==> src/rtl/core/tls_pkg.sv <==
`timescale 1ns / 1ps
`default_nettype none

package tls_pkg;

   localparam int DEF_MAX_WIDTH  = 1024;
   localparam int DEF_MAX_HEIGHT = 4096;

   localparam int PIX_W      = 16;
   localparam int TERM_W     = PIX_W + 1;
   localparam int LAP_W      = 19;
   localparam int COL_W      = 10;
   localparam int ROW_W      = 12;
   localparam int RSP_DATA_W = 48;
   localparam int FW_W       = 11;
   localparam int FH_W       = 13;
   localparam int CSR_DATA_W = 16;
   localparam int CSR_IDX_W  = 2;

   localparam logic [CSR_IDX_W-1:0] CSR_FRAME_WIDTH    = 2'd0;
   localparam logic [CSR_IDX_W-1:0] CSR_FRAME_HEIGHT   = 2'd1;
   localparam logic [CSR_IDX_W-1:0] CSR_DIFF_THRESHOLD = 2'd2;

   localparam int RES_PER_PIXEL = 3;

   typedef struct packed {
      logic signed [TERM_W-1:0] t0;
      logic signed [TERM_W-1:0] t1;
      logic signed [TERM_W-1:0] t2;
      logic signed [TERM_W-1:0] t3;
      logic [COL_W-1:0]         col;
      logic [ROW_W-1:0]         row;
   } result_type;

   typedef struct packed {
      logic [RES_PER_PIXEL-1:0]       pend;
      result_type [RES_PER_PIXEL-1:0] res;
      logic                           frame_end;
   } bundle_type;

endpackage

`default_nettype wire

==> src/rtl/core/tls_emit.sv <==
`timescale 1ns / 1ps
`default_nettype none

module tls_emit (
   input  wire logic                           clock,
   input  wire logic                           reset,
   input  wire logic                           bun_valid,
   input  wire tls_pkg::bundle_type            bun,
   output logic                                bun_ready,
   output logic                                rsp_tvalid,
   input  wire logic                           rsp_tready,
   // laplacian_value [18:0], out_column [28:19], out_row [40:29], zero [47:41]
   output logic [tls_pkg::RSP_DATA_W-1:0]      rsp_tdata,
   output logic                                rsp_tlast,
   // frame_done [0]
   output logic                                rsp_tuser
);
   import tls_pkg::*;

   logic [RES_PER_PIXEL-1:0]       pend_ff, pend_in;
   result_type [RES_PER_PIXEL-1:0] res_ff;
   logic                           fend_ff;
   logic                           vld_ff, vld_in;
   logic signed [LAP_W-1:0]        lap_ff;
   logic [COL_W-1:0]               col_ff;
   logic [ROW_W-1:0]               row_ff;
   logic                           last_ff;
   logic                           done_ff;

   logic [RES_PER_PIXEL-1:0] sel_oh;
   logic [RES_PER_PIXEL-1:0] rest;
   logic                     is_last;
   logic                     out_load;
   logic                     bun_take;
   result_type               sel_res;
   logic signed [LAP_W-1:0]  sum;

   always_comb begin
      sel_oh   = pend_ff & (~pend_ff + 1'b1);
      rest     = pend_ff & ~sel_oh;
      is_last  = (rest == '0);
      out_load = (pend_ff != '0) && (!vld_ff || rsp_tready);
      bun_ready = (pend_ff == '0) || (out_load && is_last);
      bun_take = bun_valid && bun_ready;
      if (pend_ff[0]) begin
         sel_res = res_ff[0];
      end else if (pend_ff[1]) begin
         sel_res = res_ff[1];
      end else begin
         sel_res = res_ff[2];
      end
      sum = LAP_W'(sel_res.t0) + LAP_W'(sel_res.t1) + LAP_W'(sel_res.t2)
            + LAP_W'(sel_res.t3);
      if (bun_take) begin
         pend_in = bun.pend;
      end else if (out_load) begin
         pend_in = rest;
      end else begin
         pend_in = pend_ff;
      end
      if (out_load) begin
         vld_in = 1'b1;
      end else if (rsp_tready) begin
         vld_in = 1'b0;
      end else begin
         vld_in = vld_ff;
      end
   end

   always_ff @(posedge clock) begin
      if (reset) begin
         pend_ff <= '0;
         vld_ff  <= 1'b0;
      end else begin
         pend_ff <= pend_in;
         vld_ff  <= vld_in;
      end
   end

   always_ff @(posedge clock) begin
      if (bun_take) begin
         res_ff  <= bun.res;
         fend_ff <= bun.frame_end;
      end
      if (out_load) begin
         lap_ff  <= sum;
         col_ff  <= sel_res.col;
         row_ff  <= sel_res.row;
         last_ff <= is_last;
         done_ff <= is_last && fend_ff;
      end
   end

   assign rsp_tvalid = vld_ff;
   assign rsp_tdata  = {(RSP_DATA_W - LAP_W - COL_W - ROW_W)'(0), row_ff, col_ff, lap_ff};
   assign rsp_tlast  = last_ff;
   assign rsp_tuser  = done_ff;

endmodule

`default_nettype wire

==> config.mk <==
export PLATFORM = sky130hd
export DESIGN_NAME = tls_emit
export DESIGN_NICKNAME = d
export VERILOG_FILES = /design/src/rtl/core/tls_pkg.sv /design/src/rtl/core/tls_emit.sv
export SDC_FILE = /design/constraint.sdc
export NUM_CORES = 1
export LEC_CHECK = 0
export ABC_CLOCK_PERIOD_IN_PS = 8100
export BUFFER_PORTS_ARGS = -buffer_cell sky130_fd_sc_hd__buf_2
export CAP_MARGIN = 20
export CORE_ASPECT_RATIO = 1.2
export CORE_MARGIN = 2
export CORE_UTILIZATION = 48
export DETAILED_ROUTE_END_ITERATION = 10
export GPL_ROUTABILITY_DRIVEN = 1
export PLACE_DENSITY = 0.82
export SLEW_MARGIN = 10
export SYNTH_ARGS = -nofsm -noshare
export SYNTH_HDL_FRONTEND = slang
export SYNTH_SLANG_ARGS = --single-unit
==> constraint.sdc <==
create_clock -name clock -period 8.1 [get_ports clock]
set_clock_uncertainty 0.15 [all_clocks]
set_input_delay 1.215 -clock clock [delete_from_list [all_inputs] [get_ports clock]]
set_output_delay 1.215 -clock clock [all_outputs]
set_load 0.01 [all_outputs]
After elaboration in Yosys (flattened, before gate mapping)
Index checks and enable logic that the tools add are counted.
Word-level totals
  register bits: 318
  bits of input ports: 278
  word-level logic and storage cells: 52
Cells by class
  add/sub/neg operators: 4
  multiplexer cells: 6
  bitwise operators: 4
  reductions and logical operators: 12
Operator list (count)
  90-bit two-way mux: 2
  18-bit by 17-bit adder with 19-bit output: 1
  19-bit by 17-bit adder with 19-bit output: 1
  17-bit by 17-bit adder with 18-bit output: 1
  3-bit AND: 2
  3-bit logical NOT: 2
  3-bit two-way mux: 2
  3-bit inverter: 2
  1-bit logical AND: 4
  2-bit nonzero test: 2
  3-bit by 1-bit adder with 3-bit output, second input constant: 1
  3-bit nonzero test: 1
  1-bit logical OR: 2
  1-bit two-way mux: 2
  1-bit logical NOT: 1

Longest topological paths before layout
Gate-level depths: netlist (run 1).
  depth after elaboration: 10
  gate-level depth with buffers: 18

Worst setup path before layout (run 1)
OpenSTA, ideal clock, no wires.
  path kind: input to register
  start: input port rsp_tready
  end: register fend_ff, enable pin
  arrival: 7.882 ns
  required time: 7.284 ns
  setup slack: -0.598 ns
  cell stages on the path: 4
  path buffers: 1
  path through: nor2b_1 > clkbuf_1 > o22ai_1 > and2_1
On the way
  word-level cells in the longest chain between the ends: 5
Ends and longest elaborated chain
  start: declaration: RTL line tls_emit.sv:11  | input wire logic rsp_tready,
  1-bit logical OR: RTL line tls_emit.sv:42  | out_load = (pend_ff != '0) && (!vld_ff || rsp_tready);
  1-bit logical AND: RTL line tls_emit.sv:42
  1-bit logical AND: RTL line tls_emit.sv:43  | bun_ready = (pend_ff == '0) || (out_load && is_last);
  1-bit logical OR: RTL line tls_emit.sv:43
  named net bun_ready: RTL line tls_emit.sv:9  | output logic bun_ready,
  1-bit logical AND: RTL line tls_emit.sv:44  | bun_take = bun_valid && bun_ready;
  named net bun_take: RTL line tls_emit.sv:34  | logic bun_take;
  end signal: assignment: RTL line tls_emit.sv:83  | fend_ff <= bun.frame_end;
  end: declaration: RTL line tls_emit.sv:22  | logic fend_ff;
The timed path passes the listed nets, and every way through them passes these cells.
A chain may end at the register's enable or synchronous reset.

Worst setup path after layout (run 1)
  start: register pend_ff[1]
  end: register lap_ff[13], data pin
On the way
  word-level cells in the longest chain between the ends: 5
Ends and longest elaborated chain
  start: declaration: RTL line tls_emit.sv:20  | logic [RES_PER_PIXEL-1:0] pend_ff, pend_in;
  start signal: assignment: RTL line tls_emit.sv:75  | pend_ff <= pend_in;
  90-bit two-way mux *: RTL line tls_emit.sv:47  | end else if (pend_ff[1]) begin
  90-bit two-way mux *: RTL line tls_emit.sv:45  | if (pend_ff[0]) begin
  17-bit by 17-bit adder with 18-bit output: RTL line tls_emit.sv:52  | sum = LAP_W'(sel_res.t0) + LAP_W'(sel_res.t1) + LAP_W'(sel_res.t2)
  18-bit by 17-bit adder with 19-bit output: RTL line tls_emit.sv:52
  19-bit by 17-bit adder with 19-bit output *: RTL line tls_emit.sv:53  | + LAP_W'(sel_res.t3);
  named net sum[13]: RTL line tls_emit.sv:36  | logic signed [LAP_W-1:0] sum;
  end signal: assignment: RTL line tls_emit.sv:86  | lap_ff <= sum;
  end: declaration: RTL line tls_emit.sv:24  | logic signed [LAP_W-1:0] lap_ff;
The timed path passes the listed nets; every way through them passes the cells marked *.

==> results of run 1 <==
## per-stage QoR
step	std cells	util [%]	setup WS, ns
floorplan	848	-	2.44
global placement	1474	56.0	3.39
detailed placement	1474	56.0	3.28
CTS	1531	59.9	3.26
global route	1537	60.0	2.98
finish	1537	60.0	3.29
## cell families after synthesis
group	Yosys count
muxes	90
xor gates and xnor gates	16
AOI/OAI and AO/OA	137
and+or+nand+nor	144
buffers and inverters	82
DFF	318
adders and majority gates	54
other	1
## worst paths after layout
check / from / endpoint / depth (start not counted)
worst max register to register: pend_ff[1] / lap_ff[13] / 13
worst max-delay path: pend_ff[1] / lap_ff[13] / 13
worst min-delay path: res_ff[19] / col_ff[7] / 2
worst min register to register: res_ff[19] / col_ff[7] / 2
## per-layer routing
metal  up-vias  GRT usage (%)  part of all wire, %
met5         -              0                0.048
met4         2           8.55                  4.5
li1       3739              -                    -
met2       311           32.8                   52
met3        78           4.45                  8.0
met1      3725           20.3                   36
## state kept, by name, summed over array words and instances (netlist names), 3 cells and up
register,count
res_ff,270
lap_ff,19
row_ff,12
col_ff,10
pend_ff,3
## report_power, final
group | leakage [nW] | switching, mW | internal, mW
combinational | 2.73 | 0.643 | 0.446
sequential | 3.08 | 0.0434 | 2.03
clock | 0.509 | 0.590 | 0.889
total | 6.32 | 1.28 | 3.36
## worst max-delay path, cell delays in order (launching register included)
cell	delay [ns]
dfxtp_4	0.50
buf_4	0.69
mux2i_1	0.28
nor2_1	0.06
a21oi_1	0.20
fa_1	0.48
fa_1	0.54
fa_1	0.46
nand2b_1	0.17
a21oi_2	0.25
a31oi_4	0.15
o21ai_2	0.26
a31oi_1	0.17
xnor2_1	0.16
## cells in the final DEF (no fill, tap or decap), drive strengths merged, types with 11 or more instances in the layout
cell type,instances
edfxtp,314
xnor2,11
clkbuf,35
o21ai,37
inv,41
nor2,74
a21oi,79
buf,329
fa,35
mux2i,90
clkinv,12
nand2,49
ha,18
## area by class of cell
type	count	area (um2)
fillers	2032	10800
clock inverters	22	263
inverters	39	146
flip-flops and latches	318	9520
diodes	6	15.0
repair buffers	329	1680
well taps	340	425
clock buffers	35	791
multi-input cells	448	3400
==> impl_results.md, run 1 <==
- Status: finished, final reports clean
- Achievable Freq: 208 MHz
- Yosys top cell by area: edfxtp_1
- Ys flop type: edfxtp_1
- Main area contributors after synthesis: edfxtp_1, mux2i_1, fa_1, a21oi_1, nor2_1
- Resized cells post-CTS: 0
- Vias per inst: 5.11
- Placement row count: 66
- CTS root buf: clkbuf_16
- Share of cells above drive strength 1: 33.1%
- Post-DP HPWL: 19500 um
- Initial Util: 48.9%
- Core area: 27100 um2
- EDFF count, synth: 314
- R2R setup slack: 3.29 ns
- Residual DRC: 0
- I/O pin total: 330
- Commonest cells post-synth: edfxtp_1, mux2i_1, a21oi_1
- CP endpoint kind: flip-flop
- Final ANT Viol Nets: 0
- Period utilization: 59.3%
- # setup viols final: 0
- Multiplexer share of the synthesized area: 6.80%
- Post-layout nets: 1498
- WHS: 0.378 ns
- Maximum vdd drop: 209 uV
- TritonCTS buffer count: 31
- GRT Total Usage: 18.2%
- Cells after synthesis: 842
- CTS Buffer Depth: 3
- Initial antenna violation count: 7
- Netlist Area Pre-Place: 13200 um2
- Worst Tran Pin Value: 0.982 ns
- Power Total: 4.64 mW
- RSZ-0062 raised after global routing: no
- Minimum clock period: 4.81 ns
- CP Max Fanout: 52
- Simple-Gate Fraction of Synth Area: 4.57%
- Iteration-0 DRC Markers: 600
- Adder-cell share of the synthesized area: 7.08%
- Final setup TNS: 0 ns
- Routed Wire Length: 27000 um
- Power Dens Cells: 286 nW/um2
- Synth warn: 0
- Die X: 156 um
- Via count: 7855
- Final Slew Violations: 0
- Tightest Hold Check Type: reg2reg
- Pin count of the biggest net entering global routing: 130
- Area grow syn2layout: 22.6%
- Wire length per cell: 17.6 um
- Chip Height: 186 um
- CTS Hold Bufs: 0
- Largest family of logic cells by synthesized area: adder cells
- Final Wtd Congestion: 0.839
- Crit path kind: reg2reg
- # Post-CTS Setup Buffers: 0
- Vias in the first global route: 7968
- Register area share after synthesis: 71.8%
- CTS clk-pin slew, worst paths: 0.06 ns
- DP Area: 15200 um2
- Avg Inst Size Synth: 15.7 um2
- Fin area: 16200 um2
- Post-synthesis cell type count: 49
- XOR/XNOR share of the synthesized area: 1.06%
- Htree depth: 1
- Num Clock Sinks: 318
- Worst slew margin: 34.5%
- Hold Fails Final Rpt: 0
- Remaining Overflow, GRT: 0
- Synth top area share: 71.2%
- First-pass GRT wire length: 40700 um
- Clk_lat worst skew: 0.56 ns
- Async S/R FF share, synth: 0%
- Yosys reg bits: 318
- CTS tree: done
- PortBufs: 322
- Die ar.: 28900 um2
- Compound-Gate Fraction of Synth Area: 5.92%
- Count leader, synth: edfxtp_1
- Max Cap Viol: 0
- Crit path DAT: 4.96 ns
- DRT Pass-1 Iters: 5
- Leak: 6.32 nW
- Crit start category: flip-flop
- Crit path required time: 8.25 ns
Power figures use the tool's default switching activity.
==> run 2: changes to the inputs <==
ABC_CLOCK_PERIOD_IN_PS = 3900   (was 8100)
clock period = 3.9 ns   (was 8.1 ns; I/O delays follow)
==> impl_results.md, run 2 (synthesis results as in run 1) <==
- Clk_lat worst skew: 0.55 ns
- Worst slew margin: 56.2%
- Vias per inst: 5.11
- Crit path DAT: 4.08 ns
- Via count: 8189
- DP Area: 15700 um2
- CP endpoint kind: flip-flop
- Sw Share: 28.0%
- Placement row count: 66
- First-pass GRT wire length: 42600 um
- Pin count of the biggest net entering global routing: 77
- Reg2reg start: pend_ff[0]
- Fill cells: 1964
- Minimum clock period: 3.83 ns
- R2R setup slack: 0.07 ns
- R2R Path End: lap_ff[15]
- Max Cap Viol: 0
- Htree depth: 1
- Crit path from: pend_ff[0]
- Achievable Freq: 261 MHz
- WHS: 0.0474 ns
- Tightest Hold Check Type: in2reg
- Combinational Power Share: 29.3%
- Max FFs per register: 270
- Worst-case reg-to-reg path depth: 13
- CTS clk-pin slew, worst paths: 0.07 ns
- Maximum vdd drop: 440 uV
- DRT Pass-1 Iters: 5
- Critical Path Sink: lap_ff[15]
- Psw: 2.86 mW
- TritonCTS buffer count: 30
- Most common cell after layout, fill and taps aside: buf_2
- Clock share of power: 28.6%
- Num Clock Sinks: 318
- Routed Wire Length: 28900 um
- Core area: 27100 um2
- Leak: 6.74 nW
- Met2 Use GR: 35.5%
- Flop pwr share: 42.1%
- Initial antenna violation count: 0
- Remaining Overflow, GRT: 0
- Worst Tran Pin Value: 0.655 ns
- Final ANT Viol Nets: 0
- Most frequent cells in the layout: buf_2, edfxtp_1, mux2i_1
- Share of cells above drive strength 1: 42.2%
- Status: finished, final reports clean
- Post-DP HPWL: 20700 um
- RSZ-0062 raised after global routing: yes
- GRT Total Usage: 19.1%
- CTS root buf: clkbuf_16
- Placed cells: 1533
- Diode count: 0
- Biggest register: res_ff
- PortBufs: 322
- GR Util met1: 21.3%
- Period utilization: 98.2%
- CTS tree: done
- Iteration-0 DRC Markers: 425
- Crit path required time: 4.15 ns
- CP Max Fanout: 56
- Most crowded layer after global routing: met2
- Initial Util: 48.9%
- Hold Fails Final Rpt: 0
- Post-layout nets: 1569
- # setup viols final: 0
- Chip Height: 186 um
- Power Dens Cells: 594 nW/um2
- Final Slew Violations: 0
- Int Power: 7.35 mW
- Layout Cells excl Fill: 1602
- Vias in the first global route: 8306
- Fin area: 17200 um2
- Residual DRC: 0
- Crit path kind: reg2reg
- Met3 Usage GRT: 4.82%
- Area grow syn2layout: 29.8%
- I/O pin total: 330
- Largest regs: res_ff x270, lap_ff x19, row_ff x12
- Die ar.: 28900 um2
- Crit start category: flip-flop
- CTS Buffer Depth: 3
- Die X: 156 um
- Final Wtd Congestion: 0.903
- Wire length per cell: 18.0 um
## run 2: cell count changes in the layout (fill, tap and decap cells not counted), sizes merged
cell / previous run / this run
buf: 329 / 400
diode: 6 / 0
clkinvlp: 2 / 1
bufinv: 6 / 4
bufbuf: 0 / 1
clkinv: 12 / 16
inv: 41 / 39
## run 2: final cells by class
class / count / area [um2] / area share [%]
inverters: 39 / 146 / 0.852
clock buffers: 35 / 791 / 4.60
clock inverters: 21 / 209 / 1.22
repair buffers: 401 / 2380 / 13.8
well taps: 340 / 425 / 2.47
flip-flops and latches: 318 / 9520 / 55.4
multi-input cells: 448 / 3720 / 21.7
## run 2: worst min path at each step
stage | startpoint | endpoint | slack [ns] | depth (start not counted)
CTS | bun[207] | res_ff[206] | 0.02 | 1
global route | bun[77] | res_ff[76] | 0.03 | 1
detailed placement | res_ff[12] | col_ff[0] | 0.36 | 2
global placement | res_ff[13] | col_ff[1] | 0.36 | 2
floorplan | res_ff[12] | col_ff[0] | 0.35 | 2
finish | bun[207] | res_ff[206] | 0.05 | 1
## run 2: critical path: stages (launching register included)
cell and delay [ns]:
dfxtp_4 0.38, buf_12 0.16, buf_16 0.24, buf_4 0.22, a21oi_1 0.09, fa_1 0.51
fa_1 0.49, inv_1 0.04, ha_2 0.37, and3_2 0.20, nand2_1 0.12, nor4_4 0.36
nor3_1 0.10, a211oi_2 0.19
## run 2: what timing repair did
| item | in CTS | in global routing |
|---|---|---|
| pin swaps | 6 | 11 |
| resized for setup | 13 | 67 |
| buffers inserted | 5 | 7 |
| endpoints found under the setup margin | 11 | 11 |
| gates cloned | 1 | 0 |
| hold buffers | 0 | 0 |
## run 2: metrics by stage
step | power (mW) | util [%] | setup TNS [ns] | setup WS (ns)
floorplan | 6.01 | - | 0 | 0.0306
global placement | 6.97 | 58.0 | -0.487 | -0.124
detailed placement | 7.04 | 58.0 | -1.64 | -0.225
CTS | 10.1 | 62.2 | 0 | 0.0307
global route | 10.7 | 63.5 | -0.417 | -0.0994
finish | 10.2 | 63.5 | 0 | 0.0686
## run 2: per-layer routing
| metal | wire length (um) | up-vias | share of wire [%] |
|---|---|---|---|
| li1 | - | 3872 | - |
| met2 | 15200 | 348 | 53 |
| met3 | 2310 | 56 | 8.0 |
| met1 | 10500 | 3913 | 36 |
| met5 | 0 | - | 0 |
| met4 | 867 | 0 | 3.0 |
## run 2: power groups by stage
stage	logic [mW]	registers, mW	clock network [mW]
floorplan	1.59	4.42	0
finish	2.99	4.30	2.92
global placement	2.61	4.36	0
global route	3.30	4.32	3.11
CTS	2.79	4.30	2.98
detailed placement	2.68	4.37	0
==> run 3: changes to the inputs <==
CORE_UTILIZATION = 35   (was 48)
PLACE_DENSITY = 0.65   (was 0.82)
==> impl_results.md, run 3 (synthesis results as in run 1) <==
- Biggest register: res_ff
- Most frequent cells in the layout: buf_2, edfxtp_1, mux2i_1
- Largest regs: res_ff x270, lap_ff x19, row_ff x12
- RSZ-0062 raised after global routing: yes
- Residual DRC: 0
- CP Max Fanout: 7
- Max Cap Viol: 0
- Layout Cells excl Fill: 1800
- I/O pin total: 330
- Clk_lat worst skew: 0.58 ns
- Initial antenna violation count: 2
- Area grow syn2layout: 34.8%
- Minimum clock period: 3.79 ns
- CP most frequent cell: fa_2
- Worst Path Buf+Inv: 3
- Crit start category: flip-flop
- Share of cells above drive strength 1: 40.9%
- CP endpoint kind: flip-flop
- Wire length per cell: 16.9 um
- Maximum vdd drop: 407 uV
- CTS root buf: clkbuf_16
- Htree depth: 1
- CTS Buffer Depth: 3
- R2R Path End: lap_ff[15]
- Routed Wire Length: 30400 um
- Worst-case reg-to-reg path depth: 14
- Crit path required time: 4.07 ns
- Core area: 37600 um2
- Power Total: 10.2 mW
- GRT Total Usage: 15.1%
- Leak: 6.97 nW
- Crit-path cells: buf_8 -> buf_6 -> mux2i_1 -> nor2_1 -> a21oi_2 -> fa_1 -> fa_2 -> fa_2 -> nand2b_4 -> a21oi_4 -> a31oi_4 -> nor4_4 -> buf_4 -> a211oi_2
- Hold Path Cell Cnt: 1
- CP top delay family: adder cells
- Num Clock Sinks: 318
- Worst hold start: bun[230]
- Placed cells: 1684
- Period utilization: 97.2%
- TritonCTS buffer count: 31
- Reg2reg start: pend_ff[1]
- Final ANT Viol Nets: 0
- Chip Height: 217 um
- Worst Tran Pin Value: 0.663 ns
- Pin count of the biggest net entering global routing: 48
- WHS: 0.0309 ns
- Die ar.: 39400 um2
- Vias per inst: 4.65
- Iteration-0 DRC Markers: 436
- # setup viols final: 0
- Final Slew Violations: 0
- Via count: 8368
- Max FFs per register: 270
- Crit path kind: reg2reg
- Crit path largest cell delay: 0.58 ns
- Tightest Hold Check Type: in2reg
- First-pass GRT wire length: 46000 um
- PortBufs: 322
- Status: finished, final reports clean
- Post-DP HPWL: 21400 um
- Vias in the first global route: 8627
- CTS clk-pin slew, worst paths: 0.06 ns
- Remaining Overflow, GRT: 0
- Hold Fails Final Rpt: 0
- Hold endpoint: res_ff[229]
- Crit path DAT: 3.96 ns
- Final Wtd Congestion: 0.877
- Worst slew margin: 55.7%
- Placement row count: 78
- Initial Util: 35.2%
- Die X: 182 um
- R2R setup slack: 0.11 ns
- CTS tree: done
- Fill cells: 3309
- Slowest stage cell, crit path: fa_1
- Power Dens Cells: 572 nW/um2
- Diode count: 0
- Most common cell after layout, fill and taps aside: buf_2
- Post-layout nets: 1626
- DRT Pass-1 Iters: 4
- Achievable Freq: 264 MHz
run 3: cell types whose count changed in the layout (fill, tap and decap cells not counted), sizes merged:
cell         delta
dlygate4sd3    +40
bufinv          -2
bufbuf          -1
clkbuf          +6
clkinv          -4
buf            +16
inv             +3
run 3: timing repair:
action / in CTS / in global routing
hold buffers: 40 / 0
pin swaps: 7 / 21
buffers inserted: 9 / 8
resized for setup: 18 / 58
endpoints found under the setup margin: 11 / 11
hold endpoints to repair: 40 / 0
gates cloned: 1 / 1
run 3: worst max path at each step:
stage / depth (start not counted) / from / slack [ns] / end
final: 14 / pend_ff[1] / 0.11 / lap_ff[15]
after CTS: 15 / pend_ff[1] / -0.009 / lap_ff[14]
after global placement: 14 / pend_ff[1] / -0.20 / lap_ff[14]
after global routing: 14 / pend_ff[1] / -0.02 / lap_ff[15]
after floorplan: 18 / pend_ff[1] / 0.03 / lap_ff[13]
after detailed placement: 14 / pend_ff[1] / -0.21 / lap_ff[14]
run 3: layout make-up:
type                    count  area, um2  area share [%]
multi-input cells         448       3690            20.7
repair buffers            457       2930            16.4
clock inverters            18        156           0.876
flip-flops and latches    318       9520            53.3
well taps                 480        601            3.36
clock buffers              40        810            4.54
inverters                  39        146           0.820
run 3: worst register-to-register path: cells and delay by family, from the launching register on:
kind,cells,cell delay [ns]
compound gates,4,0.43
simple gates,3,0.58
buf+inv,3,0.44
fa+ha+maj,3,1.48
mux,1,0.11
flops,1,0.37
run 3: report_power, final:
part | internal, mW | switching, mW | leakage (nW) | total, mW
logic | 1.46 | 1.59 | 3.41 | 3.06
clock network | 1.60 | 1.26 | 0.476 | 2.86
registers | 4.21 | 0.0850 | 3.08 | 4.29
total | 7.28 | 2.94 | 6.97 | 10.2
run 3: stage by stage:
stage	area, um2	worst slack, ns	util [%]	TNS (ns)
6_report	17800	0.111	47.5	0
5_1_grt	17800	-0.0228	47.5	-0.0519
4_1_cts	17500	-0.00885	46.7	-0.00885
3_5_place_dp	16000	-0.207	42.6	-1.54
3_3_place_gp	16000	-0.201	42.6	-1.37
2_1_floorplan	13300	0.0306	-	0
run 3: metal layers:
metal  GRT usage (%)  vias to the layer above  wire length [um]
met3            3.10                       47              2040
li1                -                     3994                 -
met2            27.5                      302             15800
met4            4.77                        4               758
met1            17.9                     4021             11800
met5               0                        -                23
